<file path="src/rtl/pbert_pkg.sv">
// ----------------------------------------------------------------------------
// pbert_pkg
// Sizes, opcodes and controller/datapath interface types of the rank table.
// ----------------------------------------------------------------------------
`default_nettype none

package pbert_pkg;

  localparam int RANK_BINS   = 256;
  localparam int ETA_BINS    = 32;

  localparam int RANK_W      = $clog2(RANK_BINS);
  localparam int CNT_W       = $clog2(RANK_BINS + 1);
  localparam int COL_W       = $clog2(2 * ETA_BINS);
  localparam int ADDR_W      = RANK_W + COL_W;
  localparam int MEM_DEPTH   = RANK_BINS << COL_W;

  localparam int OPC_W       = 2;
  localparam int RANK_IN_W   = 9;
  localparam int ETA_W       = 8;
  localparam int ENERGY_W    = 16;
  localparam int RES_RANK_W  = 8;
  localparam int IN_TDATA_W  = 40;
  localparam int OUT_TDATA_W = 24;

  localparam logic [OPC_W-1:0] OP_WRITE = 2'd0;
  localparam logic [OPC_W-1:0] OP_E2R   = 2'd1;
  localparam logic [OPC_W-1:0] OP_R2E   = 2'd2;

  typedef struct packed {
    logic accept;
    logic scan_step;
    logic load_out;
  } pbert_cmd_t;

  typedef struct packed {
    logic start_scan;
    logic scan_last;
    logic out_free;
  } pbert_stat_t;

endpackage

`default_nettype wire

</file>
<file path="src/rtl/pbert_ctrl.sv">
// ----------------------------------------------------------------------------
// pbert_ctrl
// Sequencer: takes one item, runs the column scan if needed, loads the result.
// ----------------------------------------------------------------------------
`default_nettype none

module pbert_ctrl (
  input  wire logic               clk,
  input  wire logic               rst_n,
  input  wire logic               in_tvalid,
  output logic                    in_tready,
  input  wire pbert_pkg::pbert_stat_t stat,
  output pbert_pkg::pbert_cmd_t   cmd
);
  import pbert_pkg::*;

  typedef enum logic [2:0] {
    S_IDLE = 3'b001,
    S_SCAN = 3'b010,
    S_DONE = 3'b100
  } state_t;

  state_t state_r, state_nxt;

  assign in_tready = (state_r == S_IDLE);

  always_comb begin
    state_nxt     = state_r;
    cmd.accept    = 1'b0;
    cmd.scan_step = 1'b0;
    cmd.load_out  = 1'b0;
    unique case (state_r)
      S_IDLE: begin
        if (in_tvalid) begin
          cmd.accept = 1'b1;
          state_nxt  = stat.start_scan ? S_SCAN : S_DONE;
        end
      end
      S_SCAN: begin
        cmd.scan_step = 1'b1;
        if (stat.scan_last) begin
          state_nxt = S_DONE;
        end
      end
      S_DONE: begin
        if (stat.out_free) begin
          cmd.load_out = 1'b1;
          state_nxt    = S_IDLE;
        end
      end
      default: state_nxt = S_IDLE;
    endcase
  end

  always_ff @(posedge clk) begin
    if (!rst_n) begin
      state_r <= S_IDLE;
    end else begin
      state_r <= state_nxt;
    end
  end

endmodule

`default_nettype wire

</file>
<file path="config.mk">
export PLATFORM = sky130hd
export DESIGN_NAME = pbert_ctrl
export DESIGN_NICKNAME = d
export VERILOG_FILES = /design/src/rtl/pbert_pkg.sv /design/src/rtl/pbert_ctrl.sv
export SDC_FILE = /design/constraint.sdc
export NUM_CORES = 1
export LEC_CHECK = 0
export BUFFER_PORTS_ARGS = -buffer_cell sky130_fd_sc_hd__buf_2
export CELL_PAD_IN_SITES_DETAIL_PLACEMENT = 0
export CELL_PAD_IN_SITES_GLOBAL_PLACEMENT = 2
export CORE_AREA = 2 2 39 41
export CTS_CLUSTER_SIZE = 30
export DETAILED_ROUTE_END_ITERATION = 8
export DIE_AREA = 0 0 41 43
export GPL_TIMING_DRIVEN = 0
export PLACE_DENSITY_LB_ADDON = 0.1
export REMOVE_ABC_BUFFERS = 1
export SLEW_MARGIN = 10
export SYNTH_ARGS = -nofsm -noshare
export SYNTH_HDL_FRONTEND = slang
export SYNTH_SLANG_ARGS = --single-unit
</file>
<file path="constraint.sdc">
create_clock -name clk -period 1 [get_ports clk]
set_input_delay 0 -clock clk [delete_from_list [all_inputs] [get_ports clk]]
set_output_delay 0 -clock clk [all_outputs]
set_load 0.1 [all_outputs]
</file>
==> run_results.csv <==
group,metric,value,unit
setup_path,arrival,1210,ps
cells_and_area,largest_reg_flops,3,
sta,post-route-period-util,1.21,
place,place.gp.congestion,0.615,
sta,drv_slew,0,
sta,clock_skew,0.457,ps
cts,cts_tree,"done",
cells_and_area,fin_nets,42,
synth,synth_cell_type_count,13,
synth,synth_cells,17,
grt,grt_overflow_total,0,
route,via_per_inst,4.14,
setup_path,crit_buf_inv,1,
grt,grt_pass1_wl,1.00,mm
cells_and_area,top_regs,"state_r: 3 flops",
cts,clock_latency,230,ps
setup_path,critPathTopFamily,"simple AND/OR/NAND/NOR gates",
setup_path,critPathCaptureType,"output pin",
cts,htree_levels,1,
cells_and_area,fin_util,0.290,
run_status,violations,"negative setup slack",
grt,gr-usage-all-layers,0.0862,
synth,synth_area,175,µm²
cts,cts_max_path_buffers,2,
setup_path,crit_slowest_cell,"dfxtp_4",
grt,grtUsageMet2,0.131,
power_and_ir_drop,power.leakage,0.171,nW
power_and_ir_drop,p_sw,0.000243,W
power_and_ir_drop,power_frac_comb,0.444,
cells_and_area,regMostFlops,"state_r",
sta,rsz0062_at_grt,"true",
sta,slew_headroom,0.734,
route,drc,0,
cts,clkSinkCount,3,
setup_path,crit_path_max_incr_delay,370,ps
grt,grt_antenna_before_repair,0,
floorplanning,num_rows,14,
route,ant_nets,0,
power_and_ir_drop,p_per_area,1630,nW/µm²
setup_path,critPathRequiredTime,1000,ps
setup_path,crit_chain,"nor3b_4, and2_4, buf_12",
cells_and_area,drive_gt1_frac,0.714,
setup_path,worstPathMaxFanout,6,
hold_path,hp-class,"input pin to flop",
cells_and_area,finalInstanceArea,402,µm²
floorplanning,die-width,41,µm
power_and_ir_drop,p_int,0.000413,W
grt,grt_use_met3,0.0262,
sta,tightest_slew,393,ps
cells_and_area,n_antenna_cell,0,
power_and_ir_drop,clkPwrFrac,0.318,
cts,cts_inserted_buffers,3,
job,drv_cap,0,
grt,grt_max_degree,7,
place,hpwl,381,µm
run_status,outcome,"finished, violations left",
power_and_ir_drop,p_sw_frac,0.371,
setup_path,start_kind,"flop",
cells_and_area,area_growth,129,%
place,portBuffers,9,
route,first_iter_violations,3,
floorplanning,num_io_pins,10,
cts,path_clk_slew,40,ps
floorplanning,start_util,0.127,
cells_and_area,fin_cells,51,
floorplanning,core_area,1380,µm²
place,place_inst,42,
route,wl,571,µm
cts,root_buffer,"clkbuf_4",
grt,gr-max-usage-layer,"met2",
synth,synth_seq_cells,3,
sta,timing.final.ws_setup,-207,ps
power_and_ir_drop,pwr-share-seq,0.238,
place,post_dp_cell_area,240,µm²
route,firstDrtPassIters,2,
floorplanning,dieArea,1760,µm²
grt,grtUsageMet1,0.0863,
sta,setup_violations,7,
synth,yosysSeqAreaShare,0.343,
route,wl_per_cell,11.2,µm
route,vias,211,
power_and_ir_drop,vdd_drop_max,498,µV
grt,grt_pass1_vias,263,
sta,tns,-888,ps
sta,fmax,828,MHz
sta,min_period,1210,ps
synth,yosysWarnings,0,
setup_path,crit_type,"flop to output pin",
sta,hold_violations,0,
synth,postSynthAreaPerCell,10.3,µm²
floorplanning,chipHeight,43,µm
[final timing paths]
| kind | startpoint | end | slack [ps] | cells past startpoint |
|---|---|---|---|---|
| max | state_r[0]$_SDFFE_PN1P_ | cmd[2] | -210 | 3 |
| min | stat[1] | state_r[1]$_SDFFE_PN0P_ | 120 | 4 |
| max reg2reg | state_r[0]$_SDFFE_PN1P_ | state_r[0]$_SDFFE_PN1P_ | -90 | 4 |
| min reg2reg | state_r[1]$_SDFFE_PN0P_ | state_r[0]$_SDFFE_PN1P_ | 660 | 2 |
[kinds of logic after synthesis]
group                  synth area share
AO/OA/AOI/OAI                     0.229
buffers and inverters            0.0428
flip-flops                        0.343
AND/OR/NAND/NOR                   0.386
[power by group through the flow]
stage	clock network (W)	registers, W	logic, W
floorplan	0	0.000146	0.000154
global placement	0	0.000151	0.000188
detailed placement	0	0.000151	0.000186
CTS	0.000221	0.000156	0.000279
global route	0.000225	0.000159	0.000305
finish	0.000209	0.000156	0.000291
[metrics by stage]
| step | setup WS, ps | power (W) | hold slack (ps) |
|---|---|---|---|
| finish | -207 | 0.000656 | 121 |
| global route | -261 | 0.000689 | 147 |
| CTS | -203 | 0.000656 | 111 |
| detailed placement | -263 | 0.000337 | 206 |
| global placement | -293 | 0.000339 | 209 |
| floorplan | -2260 | 0.000300 | 71.1 |
[cell usage after synthesis (all sizes together)]
cell / instances / area (µm²)
a2111oi: 1 / 8.76
a21oi: 1 / 5.00
a32oi: 1 / 8.76
and2: 1 / 8.76
clkinv: 1 / 3.75
dfxtp: 3 / 60.1
inv: 1 / 3.75
nor2b: 1 / 6.26
nor3b: 2 / 25.0
nor4b: 2 / 17.5
nor4bb: 1 / 10.0
o311a: 1 / 10.0
o31ai: 1 / 7.51
[layout make-up]
| class | count | area, µm² |
|---|---|---|
| fillers | 156 | 982 |
| multi-input cells | 12 | 140 |
| repair buffers | 14 | 136 |
| flip-flops and latches | 3 | 71.3 |
| clock buffers | 4 | 26.3 |
| well taps | 16 | 20.0 |
| inverters | 2 | 7.51 |
[routing by layer]
metal,vias to the layer above,part of all wire
met2,9,0.47
li1,104,-
met5,-,0
met1,98,0.42
met3,0,0.11
met4,0,0
[placed cells by master (no fill, tap or decap), drive strengths merged, types with 2 or more instances in the layout]
cell	instances
nor4b	2
buf	13
nor3b	2
clkbuf	4
dfxtp	3
[timing repair]
action,4_1_cts,5_1_grt
pin swaps,2,2
cloned,0,0
resized for setup,25,1
hold buffers,1,0
setup endpoints to repair,7,7
endpoints found under the hold margin,1,0
setup buffers,2,2
[worst register-to-register path, stage by stage (launching register included)]
cell     delay [ps]
dfxtp_4         360
nor3b_4         160
and2_4          150
buf_4           120
o31ai_1         210
Note: power is estimated with default switching activity, not from simulation.
